[src/hdl/lfr_pkg.sv]
// ----------------------------------------------------------------------------
// lfr_pkg
// shared types and constants of the lru frame replacer
// ----------------------------------------------------------------------------
package lfr_pkg;

    // field widths
    localparam int CMD_W = 2;
    localparam int ID_W  = 5;
    localparam int CNT_W = 6;

    // number of distinct frame ids the id field can carry
    localparam int ID_SPAN = 32;

    // defaults
    localparam int              FRAMES_DEF = 32;
    localparam logic [CNT_W-1:0] CAP_RESET = 6'd32;

    // operation codes
    localparam logic [CMD_W-1:0] CMD_VICTIM = 2'd0;
    localparam logic [CMD_W-1:0] CMD_PIN    = 2'd1;
    localparam logic [CMD_W-1:0] CMD_UNPIN  = 2'd2;

    // controller states
    typedef enum logic [2:0] {
        ST_IDLE = 3'b001,
        ST_EXEC = 3'b010,
        ST_RESP = 3'b100
    } state_t;

    // controller to datapath commands
    typedef struct packed {
        logic capture;
        logic execute;
    } dp_cmd_t;

endpackage

[src/hdl/lfr_ctrl.sv]
// ----------------------------------------------------------------------------
// lfr_ctrl
// sequencer: accept one transaction, execute it, hold the result until taken
// ----------------------------------------------------------------------------
module lfr_ctrl import lfr_pkg::*; (
    input  logic    aclk,
    input  logic    aresetn,
    input  logic    s_valid,
    output logic    s_ready,
    output logic    m_valid,
    input  logic    m_ready,
    output dp_cmd_t dp_cmd
);

    state_t state_reg;
    state_t state_next;

    // state register
    always_ff @(posedge aclk) begin
        if (!aresetn) begin
            state_reg <= ST_IDLE;
        end else begin
            state_reg <= state_next;
        end
    end

    // next state and handshake outputs
    always_comb begin
        state_next     = state_reg;
        s_ready        = 1'b0;
        m_valid        = 1'b0;
        dp_cmd.capture = 1'b0;
        dp_cmd.execute = 1'b0;
        unique case (state_reg)
            ST_IDLE: begin
                s_ready        = 1'b1;
                dp_cmd.capture = s_valid;
                if (s_valid) begin
                    state_next = ST_EXEC;
                end
            end
            ST_EXEC: begin
                dp_cmd.execute = 1'b1;
                state_next     = ST_RESP;
            end
            ST_RESP: begin
                m_valid = 1'b1;
                if (m_ready) begin
                    state_next = ST_IDLE;
                end
            end
            default: begin
                state_next = ST_IDLE;
            end
        endcase
    end

endmodule

[src/hdl/lfr_dp.sv]
// ----------------------------------------------------------------------------
// lfr_dp
// datapath: ordered cell chain, presence flags, count and result registers
// ----------------------------------------------------------------------------
module lfr_dp import lfr_pkg::*; #(
    parameter int FRAMES = FRAMES_DEF
) (
    input  logic             aclk,
    input  logic             aresetn,
    input  dp_cmd_t          dp_cmd,
    input  logic [CMD_W-1:0] s_cmd,
    input  logic [ID_W-1:0]  s_frame,
    input  logic             cfg_we,
    input  logic [CNT_W-1:0] cfg_wdata,
    output logic             m_victim_valid,
    output logic [ID_W-1:0]  m_victim_frame,
    output logic [CNT_W-1:0] m_tracked_count
);

    // ids above the id field can never appear, so the chain stops there
    localparam int DEPTH = (FRAMES < ID_SPAN) ? FRAMES : ID_SPAN;
    localparam int IDX_W = $clog2(DEPTH);
    localparam logic [CNT_W-1:0] DEPTH_C = CNT_W'(DEPTH);

    logic [ID_W-1:0]  cells_reg [DEPTH];
    logic [ID_W-1:0]  cells_next [DEPTH];
    logic [DEPTH-1:0] present_reg, present_next;
    logic [CNT_W-1:0] count_reg, count_next;
    logic [CNT_W-1:0] cap_reg;
    logic [CMD_W-1:0] op_reg;
    logic [ID_W-1:0]  frame_reg;
    logic             res_valid_reg, res_valid_next;
    logic [ID_W-1:0]  res_frame_reg, res_frame_next;
    logic [CNT_W-1:0] res_count_reg;

    logic             frame_ok;
    logic [IDX_W-1:0] frame_idx;
    logic [IDX_W-1:0] head_idx;
    logic             hit;
    logic             room;
    logic [DEPTH-1:0] match;
    logic [DEPTH-1:0] shift_at;
    logic             run_or;

    // operand decode
    assign frame_ok  = {1'b0, frame_reg} < DEPTH_C;
    assign frame_idx = frame_reg[IDX_W-1:0];
    assign head_idx  = cells_reg[0][IDX_W-1:0];
    assign hit       = frame_ok && present_reg[frame_idx];
    assign room      = (count_reg < cap_reg) && (count_reg < DEPTH_C);

    // locate the pinned frame among the live cells, mark it and all cells above
    always_comb begin
        run_or = 1'b0;
        for (int i = 0; i < DEPTH; i++) begin
            match[i]    = (CNT_W'(i) < count_reg) && (cells_reg[i] == frame_reg);
            run_or      = run_or | match[i];
            shift_at[i] = run_or;
        end
    end

    // next state of the chain, flags and count
    always_comb begin
        cells_next     = cells_reg;
        present_next   = present_reg;
        count_next     = count_reg;
        res_valid_next = 1'b0;
        res_frame_next = '0;
        unique case (op_reg)
            CMD_VICTIM: begin
                if (count_reg != '0) begin
                    res_valid_next          = 1'b1;
                    res_frame_next          = cells_reg[0];
                    present_next[head_idx]  = 1'b0;
                    count_next              = count_reg - 1'b1;
                    for (int i = 0; i < DEPTH - 1; i++) begin
                        cells_next[i] = cells_reg[i+1];
                    end
                end
            end
            CMD_PIN: begin
                if (hit) begin
                    present_next[frame_idx] = 1'b0;
                    if (|match) begin
                        count_next = count_reg - 1'b1;
                    end
                    for (int i = 0; i < DEPTH - 1; i++) begin
                        if (shift_at[i]) begin
                            cells_next[i] = cells_reg[i+1];
                        end
                    end
                end
            end
            CMD_UNPIN: begin
                if (frame_ok && room && !present_reg[frame_idx]) begin
                    present_next[frame_idx] = 1'b1;
                    count_next              = count_reg + 1'b1;
                    for (int i = 0; i < DEPTH; i++) begin
                        if (count_reg == CNT_W'(i)) begin
                            cells_next[i] = frame_reg;
                        end
                    end
                end
            end
            default: begin
                // unused code: no change
            end
        endcase
    end

    // control state: count, flags, capacity
    always_ff @(posedge aclk) begin
        if (!aresetn) begin
            count_reg   <= '0;
            present_reg <= '0;
            cap_reg     <= CAP_RESET;
        end else begin
            if (dp_cmd.execute) begin
                count_reg   <= count_next;
                present_reg <= present_next;
            end
            if (cfg_we) begin
                cap_reg <= cfg_wdata;
            end
        end
    end

    // payload: operand latch, cell chain and result
    always_ff @(posedge aclk) begin
        if (dp_cmd.capture) begin
            op_reg    <= s_cmd;
            frame_reg <= s_frame;
        end
        if (dp_cmd.execute) begin
            cells_reg     <= cells_next;
            res_valid_reg <= res_valid_next;
            res_frame_reg <= res_frame_next;
            res_count_reg <= count_next;
        end
    end

    assign m_victim_valid  = res_valid_reg;
    assign m_victim_frame  = res_frame_reg;
    assign m_tracked_count = res_count_reg;

endmodule

[src/hdl/lru_frame_replacer_top.sv]
// ----------------------------------------------------------------------------
// lru_frame_replacer_top
// lru replacer of evictable buffer frames: victim, pin and unpin commands
// ----------------------------------------------------------------------------
//  channel   direction  handshake           payload
//  s_        in         s_valid / s_ready   s_cmd, s_frame
//  m_        out        m_valid / m_ready   m_victim_valid, m_victim_frame,
//                                           m_tracked_count
//  cfg_      in         cfg_we (no wait)    cfg_wdata (capacity)
//
//  one transaction at a time: accept, execute, result, in the idle, execute
//  and respond states; a new input is taken only after the result is taken
//  the result is registered in the execute state and shown in the respond state
//  a stalled result holds and s_ready stays low until it is taken
//  reset clears the count and all presence flags at once, no clearing pass
// ----------------------------------------------------------------------------
module lru_frame_replacer_top import lfr_pkg::*; #(
    parameter int FRAMES = FRAMES_DEF
) (
    input  logic             aclk,
    input  logic             aresetn,
    input  logic             cfg_we,
    input  logic [CNT_W-1:0] cfg_wdata,
    input  logic             s_valid,
    output logic             s_ready,
    input  logic [CMD_W-1:0] s_cmd,
    input  logic [ID_W-1:0]  s_frame,
    output logic             m_valid,
    input  logic             m_ready,
    output logic             m_victim_valid,
    output logic [ID_W-1:0]  m_victim_frame,
    output logic [CNT_W-1:0] m_tracked_count
);

    dp_cmd_t dp_cmd;

    // sequencer
    lfr_ctrl u_ctrl (
        .aclk    (aclk),
        .aresetn (aresetn),
        .s_valid (s_valid),
        .s_ready (s_ready),
        .m_valid (m_valid),
        .m_ready (m_ready),
        .dp_cmd  (dp_cmd)
    );

    // datapath
    lfr_dp #(
        .FRAMES (FRAMES)
    ) u_dp (
        .aclk            (aclk),
        .aresetn         (aresetn),
        .dp_cmd          (dp_cmd),
        .s_cmd           (s_cmd),
        .s_frame         (s_frame),
        .cfg_we          (cfg_we),
        .cfg_wdata       (cfg_wdata),
        .m_victim_valid  (m_victim_valid),
        .m_victim_frame  (m_victim_frame),
        .m_tracked_count (m_tracked_count)
    );

endmodule

[config.mk]
export PLATFORM = sky130hd
export DESIGN_NAME = lru_frame_replacer_top
export DESIGN_NICKNAME = d
export VERILOG_FILES = /design/src/hdl/lfr_pkg.sv /design/src/hdl/lfr_ctrl.sv /design/src/hdl/lfr_dp.sv /design/src/hdl/lru_frame_replacer_top.sv
export SDC_FILE = /design/constraint.sdc
export NUM_CORES = 1
export LEC_CHECK = 0
export ABC_AREA = 1
export BUFFER_PORTS_ARGS = -buffer_cell sky130_fd_sc_hd__buf_4
export CAP_MARGIN = 10
export CORE_MARGIN = 1.5
export CORE_UTILIZATION = 40
export DETAILED_ROUTE_END_ITERATION = 10
export SYNTH_ARGS = -nofsm -noshare
export SYNTH_HDL_FRONTEND = slang
export SYNTH_SLANG_ARGS = --single-unit
[constraint.sdc]
create_clock -name aclk -period 2.81 [get_ports aclk]
set_input_delay 0.562 -clock aclk [delete_from_list [all_inputs] [get_ports aclk]]
set_output_delay 0.562 -clock aclk [all_outputs]
set_load 0.01 [all_outputs]
# Word-level counts from Yosys, hierarchy flattened
# Index checks and enable logic that the tools add are counted.
# word_totals
ff_bits	226
wordCells	418
inputBits	18
output_inout_bits	14
# op_classes
add_sub_neg	2
reduce_logical	77
bitwise	35
n_eq_ne	135
order_cmp	38
mux	90
# op_table
op	count
$pmux 155 s3	1
$mux 5	63
$mux 155	2
$reduce_and 7->1	31
$eq 5x5->1	32
$mux 160	1
$ne 2x1->1 const B	65
$eq 6x5->1 const B	16
$lt 5x6->1 const A	16
$mux 32	3
$pmux 32 s3	1
$and 32x32->32	2
$not 32->32	2
$eq 6x4->1 const B	8
$lt 4x6->1 const A	8
$logic_and 1x1->1	36
$or 32x32->32	1
$reduce_or 32->1	1
$or 1x1->1	30
$eq 6x3->1 const B	4
$lt 3x6->1 const A	4
$mux 6	4
$pmux 6 s3	1
$eq 6x2->1 const B	2
28 further kinds	43

# Longest topological paths before layout
# depth
depth_word	35
mapped_depth	20
ltp_nobuf	19

# Modules after synthesis
# Synthesis repeated with hierarchy kept, for this count alone.
# hier_totals
hier_cells	1771
hier_area_um2	13902.1
# by_module_without_submodules
module	seq_area_each_um2	n_inst	cells_each	area_each_um2
lfr_dp	6256.0	1	1747	13743.2
lfr_ctrl	60.1	1	24	158.9

# Worst setup path before layout
# No wires, ideal clock.
# synth_path
path_type	register to register
startpoint	reg u_ctrl.state_reg[2]
endpoint	reg u_dp.cells_reg[85] in the netlist's numbering (enable)
stages_incl_launch_ff	7
path_buffers	1
setup_ps	378
t_arrival_ps	2609
required_ps	2432
synth_period_minus_slack_ps	2987
setup_slack_ps	-177
path_cell_list	dfxtp_1 -> nor3_2 -> clkinv_1 -> nor2_1 -> nand3_4 -> buf_1 -> a311oi_1
# synth_via
elab_chain_len	3
# synth_lines
element	line_no	source
start: declaration	lfr_ctrl.sv:15	state_t state_reg;
start signal: assignment	lfr_ctrl.sv:23	state_reg <= state_next;
$eq 3x2->1	lfr_ctrl.sv:34	unique case (state_reg)
$mux 1	lfr_ctrl.sv:34	
$reduce_and 7->1 (no line)	-	
end signal: assignment	lfr_dp.sv:135	cells_reg <= cells_next;
end: declaration	lfr_dp.sv:25	logic [ID_W-1:0] cells_reg [DEPTH];
# Every way passes these cells.
# A chain may end at the register's enable or synchronous reset.

# Worst setup path in the final report
# layout_path
startpoint	reg u_dp.frame_reg[1], in the netlist u_dp.frame_idx[1]
endpoint	reg u_dp.cells_reg[6] in the netlist's numbering (enable)
# layout_via
elab_chain_len	34
word_cells_on_any_way	100
cone_classes	eq/ne: 34; mux: 2; bitwise: 30; reduce/logical: 34
# layout_lines
element	line_no	source
start: declaration	lfr_dp.sv:31	logic [ID_W-1:0] frame_reg;
start signal: assignment	lfr_dp.sv:132	frame_reg <= s_frame;
$eq 5x5->1	lfr_dp.sv:56	match[i] = (CNT_W'(i) < count_reg) && (cells_reg[i] == frame_reg);
$logic_and 1x1->1	lfr_dp.sv:56	
$or 1x1->1 (30 in a row)	lfr_dp.sv:57	run_or = run_or | match[i];
$ne 2x1->1 (no line)	-	
$reduce_and 7->1 (no line) *	-	
# Mark *: on every way between the ends. The rest lies on a longest branch, timed or not. The select of a mux whose other input is x is not followed.

==> flow_results.xml <==
<?xml version="1.0" encoding="UTF-8"?>
<metrics>
  <group name="status">
    <metric name="outcome" unit="">completed</metric>
  </group>
  <group name="synthesis">
    <metric name="synth-seq-cells" unit="">226</metric>
    <metric name="synth_top_family_by_area" unit="">simple AND/OR/NAND/NOR gates</metric>
    <metric name="yosys-mux-area-fraction" unit="%">0</metric>
    <metric name="synth_async_reset_ratio" unit="%">0</metric>
    <metric name="synth_sequential_area_ratio" unit="%">46.7</metric>
    <metric name="synth.cell_area" unit="sq um">13500</metric>
    <metric name="syn-instance-count" unit="">1741</metric>
    <metric name="yosysTopAreaCellShare" unit="%">39.7</metric>
    <metric name="simple_logic_cell_fraction_of_the_synthesized_area" unit="%">27.5</metric>
    <metric name="post_synth_edffs" unit="">179</metric>
    <metric name="synth_nets" unit="">1769</metric>
    <metric name="yosys.area_share.xor_xnor" unit="%">5.56</metric>
    <metric name="yosysTopAreaCell" unit="">sky130_fd_sc_hd__edfxtp_1</metric>
    <metric name="post_syn_area_per_cell" unit="sq um">7.78</metric>
    <metric name="ys_dominant_reg_cell" unit="">sky130_fd_sc_hd__edfxtp_1</metric>
    <metric name="synth_fa_ha_area_share" unit="%">0.924</metric>
    <metric name="yosys_warnings" unit="">0</metric>
    <metric name="synth_area_leaders" unit="">sky130_fd_sc_hd__edfxtp_1, sky130_fd_sc_hd__nand2_1, sky130_fd_sc_hd__dfxtp_1</metric>
    <metric name="synth_compound_gate_area_share" unit="%">11.4</metric>
    <metric name="netlist-cell-type-count" unit="">43</metric>
  </group>
  <group name="grt">
    <metric name="grt_usage" unit="%">24.0</metric>
    <metric name="grt_pass1_vias" unit="">12168</metric>
    <metric name="grt_start_max_net_pins" unit="">107</metric>
    <metric name="grt-ovfl-total" unit="">0</metric>
    <metric name="grt_antenna_before_repair" unit="">0</metric>
    <metric name="grt_first_pass_wirelength" unit="microns">66200</metric>
  </group>
  <group name="job">
    <metric name="max_cap_viol_count" unit="">0</metric>
  </group>
  <group name="worst_setup_path">
    <metric name="worstPathRequired" unit="ns">3.14</metric>
    <metric name="start_kind" unit="">flop</metric>
    <metric name="worst-path-max-fanout" unit="">9</metric>
    <metric name="cp_data_arrival_time" unit="ns">3.11</metric>
    <metric name="path_class" unit="">reg2reg</metric>
    <metric name="setup.worst_path.end_class" unit="">flop</metric>
  </group>
  <group name="floorplan">
    <metric name="initial_core_util" unit="%">40.5</metric>
    <metric name="floorplan.rows" unit="">67</metric>
    <metric name="die_h" unit="microns">187</metric>
    <metric name="die-area" unit="sq um">35000</metric>
    <metric name="io-pin-count" unit="">32</metric>
    <metric name="die_x" unit="microns">187</metric>
    <metric name="core_area" unit="sq um">33400</metric>
  </group>
  <group name="detailed_routing">
    <metric name="post_drt_via_cell_ratio" unit="">5.39</metric>
    <metric name="drt_drc_violations_left" unit="">0</metric>
    <metric name="initialDrtViolationCount" unit="">1022</metric>
    <metric name="firstDrtPassIters" unit="">5</metric>
    <metric name="route.vias.total" unit="">12753</metric>
    <metric name="wl" unit="microns">43300</metric>
    <metric name="drtAntennaViolNets" unit="">0</metric>
    <metric name="route.detailed.wl_per_inst" unit="microns">18.3</metric>
  </group>
  <group name="final_layout">
    <metric name="fin_cells" unit="">2368</metric>
    <metric name="area.growth.synth_to_final" unit="%">23.7</metric>
    <metric name="final_layout_size_suffix_gt1_share" unit="%">18.6</metric>
    <metric name="largest_reg_flops" unit="">155</metric>
    <metric name="finalCoreUtilization" unit="%">50.1</metric>
    <metric name="final_net_count" unit="">1928</metric>
    <metric name="n_antenna_cell" unit="">0</metric>
    <metric name="final_cell_mix" unit="">sky130_fd_sc_hd__nand2_1, sky130_fd_sc_hd__buf_4, sky130_fd_sc_hd__edfxtp_1</metric>
    <metric name="mostFrequentLayoutCell" unit="">sky130_fd_sc_hd__nand2_1</metric>
  </group>
  <group name="clock_network">
    <metric name="numClockSinks" unit="">226</metric>
    <metric name="clk-insertion-delay-late" unit="ns">0.58</metric>
    <metric name="cts_buffer_count" unit="">26</metric>
    <metric name="post_cts_hold_buffer_count" unit="">0</metric>
    <metric name="cts-root-to-sink-buffers" unit="">3</metric>
    <metric name="ctsHtreeMaxLevel" unit="">1</metric>
    <metric name="tritoncts" unit="">done</metric>
    <metric name="ctsRootBufferMaster" unit="">sky130_fd_sc_hd__clkbuf_16</metric>
    <metric name="clk_pin_slew_worst_paths" unit="ns">0.07</metric>
  </group>
  <group name="sta">
    <metric name="finalCriticalPeriod" unit="ns">2.78</metric>
    <metric name="worst_hold_slack" unit="ns">0.164</metric>
    <metric name="skew" unit="ns">0.0248</metric>
    <metric name="setup_repair_after_global_routing_missed_its_margin" unit="">true</metric>
    <metric name="achievable-frequency" unit="MHz">360</metric>
    <metric name="setup_viol" unit="">0</metric>
    <metric name="report.final.slew_viol_count" unit="">0</metric>
    <metric name="timing.slew.headroom" unit="%">52.0</metric>
    <metric name="max_slew.worst_pin.slew" unit="ns">0.714</metric>
    <metric name="finalHoldViolations" unit="">0</metric>
    <metric name="period_share" unit="%">98.9</metric>
  </group>
  <group name="placement">
    <metric name="port-buffer-count" unit="">31</metric>
    <metric name="gpl.final_weighted_congestion" unit="">0.954</metric>
    <metric name="hpwlAfterDp" unit="microns">29900</metric>
    <metric name="place_inst" unit="">2299</metric>
  </group>
  <group name="worst_hold_path">
    <metric name="worst_min_path_class" unit="">in2reg</metric>
  </group>
  <group name="power_and_ir_drop">
    <metric name="power.static_leakage" unit="nW">7.19</metric>
    <metric name="cellPowerDensity" unit="nW/um^2">517</metric>
    <metric name="power.ir.vdd_worst" unit="V">0.000619</metric>
  </group>
</metrics>
## routing by layer
layer	vias up	part of all wire (%)	global-route usage (%)
met5	-	0	0
met4	0	4.6	10.8
met3	134	6.9	3.23
met2	517	47	40.4
met1	6017	42	30.9
li1	6085	-	-
## worst max-delay path: stages (launching register included)
cell and delay (ns):
sky130_fd_sc_hd__edfxtp_1 0.43, sky130_fd_sc_hd__buf_12 0.18, sky130_fd_sc_hd__buf_12 0.13, sky130_fd_sc_hd__clkbuf_16 0.15, sky130_fd_sc_hd__xnor2_1 0.12, sky130_fd_sc_hd__nand2_1 0.06
sky130_fd_sc_hd__nor2_1 0.05, sky130_fd_sc_hd__nand2_1 0.05, sky130_fd_sc_hd__nand2_1 0.06, sky130_fd_sc_hd__nor2_2 0.13, sky130_fd_sc_hd__nand2_1 0.10, sky130_fd_sc_hd__nor2_4 0.12
sky130_fd_sc_hd__nand2_4 0.08, sky130_fd_sc_hd__nor2_4 0.14, sky130_fd_sc_hd__nand2_4 0.07, sky130_fd_sc_hd__nor2_4 0.21, sky130_fd_sc_hd__nand3_2 0.15, sky130_fd_sc_hd__o21ai_2 0.19
sky130_fd_sc_hd__inv_2 0.09
## cell usage after synthesis (6+ instances only)
cell / number
sky130_fd_sc_hd__a211oi_1: 6
sky130_fd_sc_hd__a21oi_1: 29
sky130_fd_sc_hd__a22oi_1: 15
sky130_fd_sc_hd__a31oi_1: 38
sky130_fd_sc_hd__buf_2: 20
sky130_fd_sc_hd__buf_4: 14
sky130_fd_sc_hd__buf_6: 11
sky130_fd_sc_hd__clkbuf_1: 45
sky130_fd_sc_hd__dfxtp_1: 47
sky130_fd_sc_hd__edfxtp_1: 179
sky130_fd_sc_hd__ha_1: 10
sky130_fd_sc_hd__inv_1: 138
sky130_fd_sc_hd__inv_2: 8
sky130_fd_sc_hd__nand2_1: 541
sky130_fd_sc_hd__nand3_1: 92
sky130_fd_sc_hd__nand4_1: 24
sky130_fd_sc_hd__nor2_1: 175
sky130_fd_sc_hd__nor2_2: 10
sky130_fd_sc_hd__nor3_1: 28
sky130_fd_sc_hd__o21ai_0: 172
sky130_fd_sc_hd__o21ai_1: 12
sky130_fd_sc_hd__xnor2_1: 50
sky130_fd_sc_hd__xor2_1: 36
## cell families after synthesis
| logic type | count (synthesis) |
|---|---|
| AOI/OAI and AO/OA | 282 |
| DFF | 226 |
| buffers and inverters | 243 |
| adders and majority gates | 10 |
| xor gates and xnor gates | 86 |
| and+or+nand+nor | 894 |
## report_power, final
part	leakage, nW	switching (mW)	internal [mW]
Clock	0.398	1.47	2.04
Combinational	4.78	0.883	0.525
Sequential	2.01	0.0483	3.69
Total	7.19	2.40	6.26
## worst paths after layout
| path | slack [ns] | cells after the start | from | to |
|---|---|---|---|---|
| max | 0.03 | 18 | u_dp.frame_idx[1] | u_dp.cells_reg[6] |
| min | 0.16 | 1 | s_frame[4] | u_dp.frame_idx[4] |
| max reg2reg | 0.03 | 18 | u_dp.frame_idx[1] | u_dp.cells_reg[6] |
| min reg2reg | 0.48 | 2 | u_dp.cap_reg[4] | u_dp.cap_reg[4] |
## per-stage QoR
stage / instance area, sq um / power [mW] / setup slack (ns) / setup TNS [ns]
after global placement: 15300 / 5.10 / -0.110 / -0.296
after CTS: 16300 / 8.61 / 0.00224 / 0
after floorplan: 13500 / 4.57 / 0.0657 / 0
after detailed placement: 15300 / 5.11 / -0.112 / -0.934
final: 16700 / 8.66 / 0.0308 / 0
after global routing: 16700 / 8.96 / -0.0925 / -2.81
## layout make-up
| type | instances | area (sq um) |
|---|---|---|
| clock buffers | 32 | 694 |
| clock inverters | 16 | 183 |
| fillers | 3159 | 16700 |
| inverters | 152 | 593 |
| multi-input cells | 1273 | 6420 |
| flip-flops and latches | 226 | 6320 |
| well taps | 448 | 561 |
| repair buffers | 221 | 1970 |
## what timing repair did
| action | CTS | global route |
|---|---|---|
| resized for setup | 11 | 77 |
| setup endpoints to repair | 33 | 181 |
| pin swaps | 0 | 19 |
| cloned | 0 | 3 |
| buffers inserted | 0 | 18 |
Power figures use the tool's default switching activity.
